## config.mk

```make
export PLATFORM = sky130hd
export DESIGN_NAME = frame_rate_digit_overlay
export DESIGN_NICKNAME = d
export VERILOG_FILES = /design/src/rtl/frdo_pkg.sv /design/src/rtl/frdo_ctrl.sv /design/src/rtl/frdo_datapath.sv /design/src/rtl/frame_rate_digit_overlay.sv
export SDC_FILE = /design/constraint.sdc
export NUM_CORES = 1
export LEC_CHECK = 0
export ABC_AREA = 0
export BUFFER_PORTS_ARGS = -buffer_cell sky130_fd_sc_hd__buf_2
export CAP_MARGIN = 10
export CORE_MARGIN = 3
export CORE_UTILIZATION = 55
export CTS_CLUSTER_DIAMETER = 80
export DETAILED_ROUTE_END_ITERATION = 6
export GPL_TIMING_DRIVEN = 0
export PLACE_DENSITY = 0.67
export SLEW_MARGIN = 0
export SYNTH_ARGS = -nofsm -noshare
export SYNTH_HDL_FRONTEND = slang
export SYNTH_SLANG_ARGS = --single-unit
```

## constraint.sdc

```tcl
create_clock -name clk -period 17.65 [get_ports clk]
set_input_delay 1.765 -clock clk [delete_from_list [all_inputs] [get_ports clk]]
set_output_delay 1.765 -clock clk [all_outputs]
set_load 0.01 [all_outputs]
```

## src/rtl/frdo_pkg.sv

```systemverilog
// Shared types, constants and the glyph function of the frame rate digit overlay.
// No dependencies.
package frdo_pkg;

    localparam int unsigned RATE_SCALE  = 1000000;
    localparam int unsigned GLYPH_W     = 15;
    localparam int unsigned X_W         = 10;
    localparam int unsigned STAMP_W     = 32;
    localparam logic [X_W-1:0] X_RESET  = 10'd316;
    localparam logic [X_W-1:0] X_STEP   = 10'd4;

    // q / 10 == (q * RECIP_10) >> RECIP_SHIFT, exact for any 32-bit q
    localparam logic [31:0] RECIP_10    = 32'hCCCC_CCCD;
    localparam int unsigned RECIP_SHIFT = 35;

    localparam logic [6:0] SEG_CODE [10] = '{
        7'o167, 7'o044, 7'o135, 7'o155, 7'o056,
        7'o153, 7'o173, 7'o045, 7'o177, 7'o157
    };

    // segments that light each pixel, bit row*3+col
    localparam logic [6:0] PIX_SEG [GLYPH_W] = '{
        7'o003, 7'o001, 7'o005, 7'o002, 7'o000,
        7'o004, 7'o032, 7'o010, 7'o054, 7'o020,
        7'o000, 7'o040, 7'o120, 7'o100, 7'o140
    };

    typedef struct packed {
        logic load;
        logic ring_wr;
        logic div_init;
        logic div_step;
        logic mul;
        logic emit;
    } frdo_cmd_t;

    typedef struct packed {
        logic old_ok;
        logic div_last;
        logic q_next_zero;
        logic out_free;
        logic digit_last;
    } frdo_status_t;

    function automatic logic [GLYPH_W-1:0] glyph_of(input logic [3:0] d);
        logic [6:0]         seg;
        logic [GLYPH_W-1:0] mask;
        seg  = (d < 4'd10) ? SEG_CODE[d] : 7'd0;
        mask = '0;
        for (int i = 0; i < GLYPH_W; i++)
        begin
            mask[i] = |(seg & PIX_SEG[i]);
        end
        return mask;
    endfunction

endpackage

```

## src/rtl/frdo_ctrl.sv

```systemverilog
// Sequencer of the frame rate digit overlay: ring access, division, digit steps.
// Depends on frdo_pkg for the command and status structs.
module frdo_ctrl
    import frdo_pkg::*;
(
    input  logic         clk,
    input  logic         rst_n,
    input  logic         in_valid,
    input  logic         enabled,
    output logic         in_ready,
    input  frdo_status_t status,
    output frdo_cmd_t    cmd
);

    typedef enum logic [2:0] {
        S_IDLE,
        S_READ,
        S_DIV,
        S_MUL,
        S_EMIT
    } state_t;

    state_t state_reg, state_next;
    logic   in_ready_reg;

    always_comb
    begin
        cmd        = '0;
        state_next = state_reg;
        case (state_reg)
            S_IDLE:
            begin
                // a disabled transaction is taken and dropped
                if (in_valid && enabled)
                begin
                    cmd.load   = 1'b1;
                    state_next = S_READ;
                end
            end
            S_READ:
            begin
                cmd.ring_wr = 1'b1;
                if (status.old_ok)
                begin
                    cmd.div_init = 1'b1;
                    state_next   = S_DIV;
                end
                else
                begin
                    state_next = S_IDLE;
                end
            end
            S_DIV:
            begin
                cmd.div_step = 1'b1;
                if (status.div_last)
                begin
                    state_next = status.q_next_zero ? S_IDLE : S_MUL;
                end
            end
            S_MUL:
            begin
                cmd.mul    = 1'b1;
                state_next = S_EMIT;
            end
            S_EMIT:
            begin
                if (status.out_free)
                begin
                    cmd.emit   = 1'b1;
                    state_next = status.digit_last ? S_IDLE : S_MUL;
                end
            end
            default:
            begin
                state_next = S_IDLE;
            end
        endcase
    end

    always_ff @(posedge clk or negedge rst_n)
    begin
        if (!rst_n)
        begin
            state_reg    <= S_IDLE;
            in_ready_reg <= 1'b1;
        end
        else
        begin
            state_reg    <= state_next;
            in_ready_reg <= (state_next == S_IDLE);
        end
    end

    assign in_ready = in_ready_reg;

endmodule

```

## src/rtl/frdo_datapath.sv

```systemverilog
// Datapath of the frame rate digit overlay: stamp ring, restoring divider,
// divide-by-ten digit unit, output register. Depends on frdo_pkg.
module frdo_datapath
    import frdo_pkg::*;
#(
    parameter int unsigned WINDOW_FRAMES = 16,
    parameter int unsigned MAX_DIGITS    = 8
)
(
    input  logic                 clk,
    input  logic                 rst_n,
    input  frdo_cmd_t            cmd,
    output frdo_status_t         status,
    input  logic [STAMP_W-1:0]   time_stamp,
    input  logic                 cfg_we,
    input  logic [X_W-1:0]       cfg_wdata,
    output logic                 out_valid,
    input  logic                 out_ready,
    output logic [3:0]           digit_value,
    output logic [X_W-1:0]       digit_x,
    output logic [GLYPH_W-1:0]   glyph_pixels,
    output logic                 last_digit
);

    localparam int unsigned DIVIDEND = WINDOW_FRAMES * RATE_SCALE;
    localparam int unsigned DW       = $clog2(DIVIDEND + 1);
    localparam int unsigned BW       = $clog2(DW);
    localparam int unsigned IW       = $clog2(WINDOW_FRAMES);
    localparam int unsigned CW       = $clog2(MAX_DIGITS + 1);
    localparam logic [DW-1:0] DIVIDEND_V = DW'(DIVIDEND);

    // stamp ring
    logic [STAMP_W-1:0]       ring_mem [WINDOW_FRAMES];
    logic [WINDOW_FRAMES-1:0] ring_vld_reg;
    logic [IW-1:0]            idx_reg;
    logic [STAMP_W-1:0]       rd_q_reg;
    logic                     rd_vld_reg;
    logic [STAMP_W-1:0]       stamp_reg;
    logic [STAMP_W-1:0]       old_stamp;

    // divider and digit unit
    logic [STAMP_W-1:0]       div_reg;
    logic [STAMP_W-1:0]       rem_reg;
    logic [BW-1:0]            bit_cnt_reg;
    logic [DW-1:0]            q_reg;
    logic [DW-1:0]            quot_reg;
    logic [CW-1:0]            dcnt_reg;
    logic [X_W-1:0]           x_reg;
    logic [X_W-1:0]           right_digit_x_reg;
    logic [STAMP_W:0]         trial;
    logic                     trial_ge;
    logic [STAMP_W-1:0]       rem_next;
    logic [DW-1:0]            q_next;
    logic [63:0]              recip_prod;
    logic [DW-1:0]            quot_times10;
    logic [DW-1:0]            digit_full;
    logic [3:0]               digit;

    // output register
    logic                     out_valid_reg;
    logic [3:0]               digit_value_reg;
    logic [X_W-1:0]           digit_x_reg;
    logic [GLYPH_W-1:0]       glyph_reg;
    logic                     last_reg;

    always_ff @(posedge clk)
    begin
        if (cmd.load)
        begin
            rd_q_reg <= ring_mem[idx_reg];
        end
        if (cmd.ring_wr)
        begin
            ring_mem[idx_reg] <= stamp_reg;
        end
    end

    always_ff @(posedge clk or negedge rst_n)
    begin
        if (!rst_n)
        begin
            ring_vld_reg <= '0;
            rd_vld_reg   <= 1'b0;
            idx_reg      <= '0;
        end
        else
        begin
            if (cmd.load)
            begin
                rd_vld_reg <= ring_vld_reg[idx_reg];
            end
            if (cmd.ring_wr)
            begin
                ring_vld_reg[idx_reg] <= 1'b1;
                idx_reg <= (idx_reg == IW'(WINDOW_FRAMES - 1)) ? '0 : idx_reg + 1'b1;
            end
        end
    end

    always_ff @(posedge clk)
    begin
        if (cmd.load)
        begin
            stamp_reg <= time_stamp;
        end
    end

    // a never-written slot reads as zero, i.e. empty
    assign old_stamp = rd_vld_reg ? rd_q_reg : '0;

    // one restoring step: remainder stays below the divisor
    assign trial    = {rem_reg, DIVIDEND_V[bit_cnt_reg]};
    assign trial_ge = (trial >= {1'b0, div_reg});
    assign rem_next = trial_ge ? STAMP_W'(trial - {1'b0, div_reg}) : trial[STAMP_W-1:0];
    assign q_next   = {q_reg[DW-2:0], trial_ge};

    assign recip_prod   = {{(32 - DW){1'b0}}, q_reg} * RECIP_10;
    assign quot_times10 = (quot_reg << 3) + (quot_reg << 1);
    assign digit_full   = q_reg - quot_times10;
    assign digit        = digit_full[3:0];

    always_ff @(posedge clk)
    begin
        if (cmd.div_init)
        begin
            div_reg     <= stamp_reg - old_stamp;
            rem_reg     <= '0;
            bit_cnt_reg <= BW'(DW - 1);
            q_reg       <= '0;
            dcnt_reg    <= '0;
            x_reg       <= right_digit_x_reg;
        end
        else if (cmd.div_step)
        begin
            rem_reg     <= rem_next;
            q_reg       <= q_next;
            bit_cnt_reg <= bit_cnt_reg - 1'b1;
        end
        else if (cmd.emit)
        begin
            q_reg    <= quot_reg;
            x_reg    <= x_reg - X_STEP;
            dcnt_reg <= dcnt_reg + 1'b1;
        end
        if (cmd.mul)
        begin
            quot_reg <= recip_prod[RECIP_SHIFT +: DW];
        end
    end

    always_ff @(posedge clk or negedge rst_n)
    begin
        if (!rst_n)
        begin
            right_digit_x_reg <= X_RESET;
        end
        else if (cfg_we)
        begin
            right_digit_x_reg <= cfg_wdata;
        end
    end

    always_ff @(posedge clk or negedge rst_n)
    begin
        if (!rst_n)
        begin
            out_valid_reg <= 1'b0;
        end
        else if (cmd.emit)
        begin
            out_valid_reg <= 1'b1;
        end
        else if (out_ready)
        begin
            out_valid_reg <= 1'b0;
        end
    end

    always_ff @(posedge clk)
    begin
        if (cmd.emit)
        begin
            digit_value_reg <= digit;
            digit_x_reg     <= x_reg;
            glyph_reg       <= glyph_of(digit);
            last_reg        <= status.digit_last;
        end
    end

    always_comb
    begin
        status             = '0;
        status.old_ok      = (old_stamp != '0) && (stamp_reg != old_stamp);
        status.div_last    = (bit_cnt_reg == '0);
        status.q_next_zero = (q_next == '0);
        status.out_free    = !out_valid_reg || out_ready;
        status.digit_last  = (quot_reg == '0) || (dcnt_reg == CW'(MAX_DIGITS - 1));
    end

    assign out_valid    = out_valid_reg;
    assign digit_value  = digit_value_reg;
    assign digit_x      = digit_x_reg;
    assign glyph_pixels = glyph_reg;
    assign last_digit   = last_reg;

endmodule

```

## src/rtl/frame_rate_digit_overlay.sv

```systemverilog
// Frame rate meter with digit overlay. Depends on frdo_pkg, frdo_ctrl, frdo_datapath.
// Flow: the stamp is loaded and its ring slot read; the slot is then written, and a
// restoring division runs over the dividend bits (24 at the default window); each digit
// then takes a reciprocal multiply and an emit, which waits while the output is held.
// A new frame waits for the last digit; a disabled frame is dropped, an empty or equal slot gives none.
// Reset clears the stamp ring valid bits and index at once; right_digit_x resets to 316.
module frame_rate_digit_overlay
    import frdo_pkg::*;
#(
    parameter int unsigned WINDOW_FRAMES = 16,
    parameter int unsigned MAX_DIGITS    = 8
)
(
    input  logic                 clk,
    input  logic                 rst_n,
    input  logic                 in_valid,
    output logic                 in_ready,
    input  logic                 enabled,
    input  logic [STAMP_W-1:0]   time_stamp,
    output logic                 out_valid,
    input  logic                 out_ready,
    output logic [3:0]           digit_value,
    output logic [X_W-1:0]       digit_x,
    output logic [GLYPH_W-1:0]   glyph_pixels,
    output logic                 last_digit,
    input  logic                 cfg_we,
    input  logic [X_W-1:0]       cfg_wdata
);

    frdo_cmd_t    cmd;
    frdo_status_t status;

    frdo_ctrl u_ctrl (
        .clk      (clk),
        .rst_n    (rst_n),
        .in_valid (in_valid),
        .enabled  (enabled),
        .in_ready (in_ready),
        .status   (status),
        .cmd      (cmd)
    );

    frdo_datapath #(
        .WINDOW_FRAMES (WINDOW_FRAMES),
        .MAX_DIGITS    (MAX_DIGITS)
    ) u_datapath (
        .clk          (clk),
        .rst_n        (rst_n),
        .cmd          (cmd),
        .status       (status),
        .time_stamp   (time_stamp),
        .cfg_we       (cfg_we),
        .cfg_wdata    (cfg_wdata),
        .out_valid    (out_valid),
        .out_ready    (out_ready),
        .digit_value  (digit_value),
        .digit_x      (digit_x),
        .glyph_pixels (glyph_pixels),
        .last_digit   (last_digit)
    );

endmodule

```

==> metrics.yaml, run 1 <==
yosysTopAreaCell: "edfxtp_1"
finalClockSkew_ns: 0.0374
finalSetupViolCount: 0
ctsHoldBuffers: 0
firstDrtPassIters: 5
synth_top_area_share_pct: 49.1
area_growth_pct: 11.2
drtIter0Drc: 1941
avgSynthCellArea_um2: 14.3
die_x_um: 278
mostFrequentLayoutCells: "edfxtp_1 (667), inv_1 (363), ha_1 (303)"
cts_buffer_depth: 3
ys_ff_latch: 769
rsz0062_at_grt: "false"
cp.required_ns: 18.01
crit_fanout: 7
die-area_um2: 77500
status: "finished, final reports clean"
clk_latency_ns: 0.65
io_pins: 80
cts_root_buf: "clkbuf_16"
dpl.hpwl_um: 70400
slowest_stage: "fa_1"
viasPerCell: 5.89
placeableCoreArea_um2: 73200
nets: 3556
period_share_pct: 46.5
tns_ns: 0
synth_edf_count: 667
regMostFlops: "u_datapath.ring_mem"
layout_commonest_cell: "edfxtp_1"
routed_wl_um: 96500
largest_register_ffs: 512
grt_pass1_wl_um: 150000
n_fill_cell: 5433
layout.cells.non_filler: 4056
cp-end-kind: "flip-flop"
clk_pin_slew_ns: 0.06
rows: 99
path_cells: "inv_1 > ha_1 > fa_1 > inv_1 > fa_1 > fa_1 > inv_1 > fa_1 > inv_1 > fa_1 > fa_1 > inv_1 > ha_1 > a31oi_1 > nor3b_1 > nand3_1 > nand3_1 > o31ai_1 > nand2_1 > o21ai_0 > o21ai_0 > o41ai_1 > xnor2_1"
cts_resized: 0
max_stage_delay_ns: 0.69
start_util_pct: 55.7
cts_max_level: 3
vias: 23900
numCtsBuffers: 78
drt_drc_violations_left: 0
yosysWarnings: 0
grt_pass1_vias: 25300
io_buffers: 76
syn_inst: 2857
die_h_um: 278
crit_family: "adder cells"
synth_cell_types: 74
grt_usage_pct: 25.7
path_buf_inv: 5
ant_nets: 0
critPathKind: "flip-flop to flip-flop"
yosys-top-cells-area: "edfxtp_1 (49%), ha_1 (9.3%), mux4_2 (9.1%)"
gr-total-overflow: 0
postSynth.asyncResetShare_pct: 4.68
antennaDiodeCount: 0
finalHoldViolCount: 0
maxCapViolCount: 0
yosysSeqAreaShare_pct: 54.6
slew_headroom_pct: 20.1
layout-drive-gt1-share_pct: 14.4
clock_sinks: 769
synth.cell_area_um2: 40800
wl_per_cell_um: 23.8
fmax_mhz: 122
dp_cells: 3913
slew_violations: 0
cts_setup_buffers: 0
min_period_ns: 8.22
worst_hold_path_type: "flip-flop to flip-flop"
worstPathArrival_ns: 8.58
grt_max_degree: 38
synth_ff_type: "edfxtp_1"
worst_path_most_repeated_cell: "fa_1"
cts_tree: "built"
worst_slew_pin_slew_ns: 1.20
critPathLaunchType: "flip-flop"
gp_congestion: 0.945
grt_antenna_before_repair: 0
cells in the mapped netlist (all sizes together), types with 4 or more instances:
master / instances
nand2b: 24
nor2b: 10
mux4: 165
o41ai: 8
nor4: 10
o21bai: 18
o31ai: 6
a31oi: 10
nor3b: 6
or2: 29
dfstp: 6
o211ai: 10
or3: 7
xor2: 38
o21ai: 74
buf: 18
o22ai: 6
dfrtp: 30
a2111oi: 4
dfxtp: 66
inv: 363
a21o: 40
and3: 9
mux2: 12
o21a: 17
nand2: 201
nor3: 21
clkbuf: 65
and2: 26
nor2: 122
a311oi: 45
nand3: 29
a21oi: 86
edfxtp: 667
nand4: 19
fa: 170
a211oi: 12
xnor2: 62
ha: 303
and4: 4
stage by stage:
step           util (%)  hold WS (ns)  instance area (um^2)  setup slack (ns)
6_report           62.0         0.419                 45400              9.43
2_1_floorplan         -         0.400                 40800             11.18
5_1_grt            62.0         0.437                 45400              8.96
3_3_place_gp       57.9         0.415                 42400              9.44
4_1_cts            62.0         0.421                 45400              9.38
3_5_place_dp       58.5         0.406                 42800              9.42
worst register-to-register path, cell delays in order, from the launching register on:
cell	delay, ns
dfxtp_1	0.67
inv_1	0.18
ha_1	0.41
fa_1	0.66
inv_1	0.11
fa_1	0.54
fa_1	0.69
inv_1	0.16
fa_1	0.50
inv_1	0.07
fa_1	0.48
fa_1	0.55
inv_1	0.05
ha_1	0.28
a31oi_1	0.24
nor3b_1	0.11
nand3_1	0.10
nand3_1	0.24
o31ai_1	0.51
nand2_1	0.16
o21ai_0	0.51
o21ai_0	0.25
o41ai_1	0.34
xnor2_1	0.14
metal layers:
layer  routed length [um]  part of all wire [%]  GRT usage, %  vias up
li1                     -                     -             -    10800
met1                39500                    41          34.3    12100
met2                47500                    49          43.5      867
met3                 6100                   6.3          4.04      189
met4                 3430                   3.6          8.66        0
met5                    0                     0             0        -
cell type report:
class,count,area (um^2),share of cell area (%)
Timing Repair Buffer,97,811,1.79
Buffer,83,325,0.717
Inverter,364,1370,3.01
Clock buffer,96,2020,4.45
Tap cell,959,1200,2.64
Multi-Input combinational cell,1642,16900,37.2
Sequential cell,769,22300,49.1
Clock inverter,46,520,1.15
worst paths after layout:
check | start | to | slack, ns | cells after the start
worst max-delay path | u_datapath.q_reg[9] | u_datapath.quot_reg[20] | 9.43 | 23
worst min-delay path | u_datapath.x_reg[1] | u_datapath.digit_x[1] | 0.42 | 0
max in group asynchronous | rst_n | u_datapath.ring_vld_reg[1] | 15.70 | 1
min in group asynchronous | rst_n | u_datapath.out_valid | 1.30 | 1
worst max register to register | u_datapath.q_reg[9] | u_datapath.quot_reg[20] | 9.43 | 23
worst min register to register | u_datapath.x_reg[1] | u_datapath.digit_x[1] | 0.42 | 0
cells by family after synthesis:
group	Yosys count	share of synthesized area (%)
DFF	769	54.6
and+or+nand+nor	527	6.05
adders and majority gates	473	17.6
buffers and inverters	447	4.14
AOI/OAI and AO/OA	360	5.91
muxes	180	9.52
xor gates and xnor gates	100	2.15
other	1	0.00919
Power of run 1 is not shown: default switching activity piles up to over one toggle a cycle in this logic, so the estimate is an artifact.
==> run 2, diff against run 1 <==
==> constraint.sdc (replaced) <==
create_clock -name clk -period 8.1 [get_ports clk]
set_input_delay 0.81 -clock clk [delete_from_list [all_inputs] [get_ports clk]]
set_output_delay 0.81 -clock clk [all_outputs]
set_load 0.01 [all_outputs]
==> run 2 against run 1 <==
Net effect:
- setup slack worse by 9.0 ns
- hold slack got worse by 0.082 ns
- clock skew rose by 0.00079 ns
- cell area hardly changed
- via count shrank 0.15%
- clock-buffer cell count did not move
- first-iteration DRC count rose by 1.3%
- maximum frequency rose by 6.8%
- sequential cell count unchanged
==> metrics.yaml, run 2 (synthesis results as in run 1) <==
slowest_stage: "fa_1"  # unchanged
placeableCoreArea_um2: 73200  # unchanged
wl_per_cell_um: 23.8  # about the same
layout_setup_ws_ns: 0.406  # was 9.43 ns
grt_max_degree: 38  # unchanged
cp-end-kind: "flip-flop"  # unchanged
top_layer_used: "met4"  # unchanged
worst_path_most_repeated_cell: "fa_1"  # unchanged
routed_wl_um: 96400  # was 96500 um
dpl.hpwl_um: 70400  # unchanged
cts_max_level: 3  # unchanged
finalSetupViolCount: 0  # unchanged
firstDrtPassIters: 6  # was 5
nets: 3556  # unchanged
numCtsBuffers: 78  # unchanged
antennaDiodeCount: 0  # unchanged
finalHoldViolCount: 0  # unchanged
cts_setup_buffers: 0  # unchanged
dr_wl_met2_um: 47500  # about the same
drt_drc_violations_left: 0  # unchanged
fmax_mhz: 130  # was 122 MHz
min_period_ns: 7.69  # was 8.22 ns
clk_pin_slew_ns: 0.06  # about the same
die-area_um2: 77500  # unchanged
critPathLaunchType: "flip-flop"  # unchanged
rows: 99  # unchanged
io_buffers: 76  # unchanged
clock_sinks: 769  # unchanged
area_growth_pct: 11.3  # was 11.2%
path_cells: "inv_1 > ha_1 > fa_1 > inv_1 > fa_1 > fa_1 > inv_1 > fa_1 > inv_1 > fa_1 > fa_1 > inv_1 > ha_1 > a31oi_1 > nor3b_1 > nand3_1 > nand3_1 > o31ai_2 > nand2_1 > o21ai_1 > o21ai_0 > o41ai_1 > xnor2_1"  # was inv_1 > ha_1 > fa_1 > inv_1 > fa_1 > fa_1 > inv_1 > fa_1 > inv_1 > fa_1 > fa_1 > inv_1 > ha_1 > a31oi_1 > nor3b_1 > nand3_1 > nand3_1 > o31ai_1 > nand2_1 > o21ai_0 > o21ai_0 > o41ai_1 > xnor2_1
n_fill_cell: 5433  # unchanged
largest_register_ffs: 512  # unchanged
worstPathArrival_ns: 8.06  # was 8.58 ns
critPathKind: "flip-flop to flip-flop"  # unchanged
grt_pass1_wl_um: 150000  # unchanged
die_h_um: 278  # unchanged
cts_root_buf: "clkbuf_16"  # unchanged
layout_commonest_cell: "edfxtp_1"  # unchanged
wl_met1_um: 39400  # was 39500 um
drtIter0Drc: 1967  # was 1941
gp_congestion: 0.945  # unchanged
max_stage_delay_ns: 0.69  # about the same
critPathLaunch: "u_datapath.q_reg[9]"  # unchanged
worst_slew_pin_slew_ns: 1.20  # about the same
seqCellArea_um2: 22300  # about the same
grt_pass1_vias: 25300  # unchanged
grt_antenna_before_repair: 0  # unchanged
ctsHoldBuffers: 0  # unchanged
maxCapViolCount: 0  # unchanged
cp.required_ns: 8.46  # was 18.01 ns
status: "finished, final reports clean"  # unchanged
ant_nets: 0  # unchanged
finalClockSkew_ns: 0.0382  # was 0.0374 ns
grt_usage_pct: 25.7  # unchanged
cts_tree: "built"  # unchanged
reg2reg_from: "u_datapath.q_reg[9]"  # unchanged
place_ws_ns: -0.127  # was 9.42 ns
fin_area_um2: 45400  # about the same
dpl_cell_area_um2: 42800  # unchanged
viasPerCell: 5.89  # about the same
die_x_um: 278  # unchanged
period_share_pct: 95.0  # was 46.5%
slew_headroom_pct: 20.0  # was 20.1%
vias: 23900  # about the same
final_util_pct: 62.0  # about the same
multiInputGateArea_um2: 16900  # about the same
rsz0062_at_grt: "false"  # unchanged
mostFrequentLayoutCells: "edfxtp_1 (667), inv_1 (363), ha_1 (303)"  # unchanged
cts_buffer_depth: 3  # unchanged
gr-total-overflow: 0  # unchanged
dr_wl_met3_um: 6110  # was 6100 um
clk_latency_ns: 0.65  # about the same
crit_fanout: 7  # unchanged
layout-drive-gt1-share_pct: 14.5  # was 14.4%
regMostFlops: "u_datapath.ring_mem"  # unchanged
worst_hold_path_type: "input port to asynchronous set/reset pin"  # was flip-flop to flip-flop
slew_violations: 0  # unchanged
io_pins: 80  # unchanged
start_util_pct: 55.7  # unchanged
cts_resized: 1  # was 0
run 2: cell counts in the layout (fill, tap and decap cells not counted):
Identical to the previous run, type by type.
run 2: worst paths after layout:
kind / end / slack [ns] / cells past startpoint
max: u_datapath.quot_reg[20] / 0.41 / 23
max reg2reg: u_datapath.quot_reg[20] / 0.41 / 23
min in group clk: u_datapath.stamp_reg[23] / 0.34 / 1
min reg2reg: u_datapath.digit_x[1] / 0.42 / 0
max in group asynchronous: u_datapath.ring_vld_reg[1] / 7.10 / 1
min: u_datapath.out_valid / 0.34 / 1
run 2: area by class of cell:
class	count	share of cell area, %
repair buffers	97	1.79
plain buffers	83	0.717
clock buffers	96	4.45
flip-flops and latches	769	49.1
well taps	959	2.64
multi-input cells	1642	37.2
inverters	364	3.01
clock inverters	46	1.15
run 2: layer usage:
layer	up-vias	global-route usage, %
met5	-	0
met4	0	8.66
met3	182	4.04
met2	849	43.5
met1	12100	34.3
li1	10800	-
run 2: metrics by stage:
stage	instances	setup TNS, ns	hold WS (ns)
2_1_floorplan	2858	0	0.400
3_3_place_gp	3893	-0.0622	0.415
3_5_place_dp	3913	-0.129	0.406
4_1_cts	4055	0	0.301
5_1_grt	4056	0	0.309
6_report	4056	0	0.337
run 2: worst max-delay path, delay by kind of cell, from the launching register on:
family | cells | cell delay (ns)
buffers and inverters | 5 | 0.52
DFF | 1 | 0.50
AOI/OAI and AO/OA | 5 | 1.54
xor gates and xnor gates | 1 | 0.14
and+or+nand+nor | 4 | 0.62
adders and majority gates | 8 | 4.09
Power of run 2 is left out for the same reason.
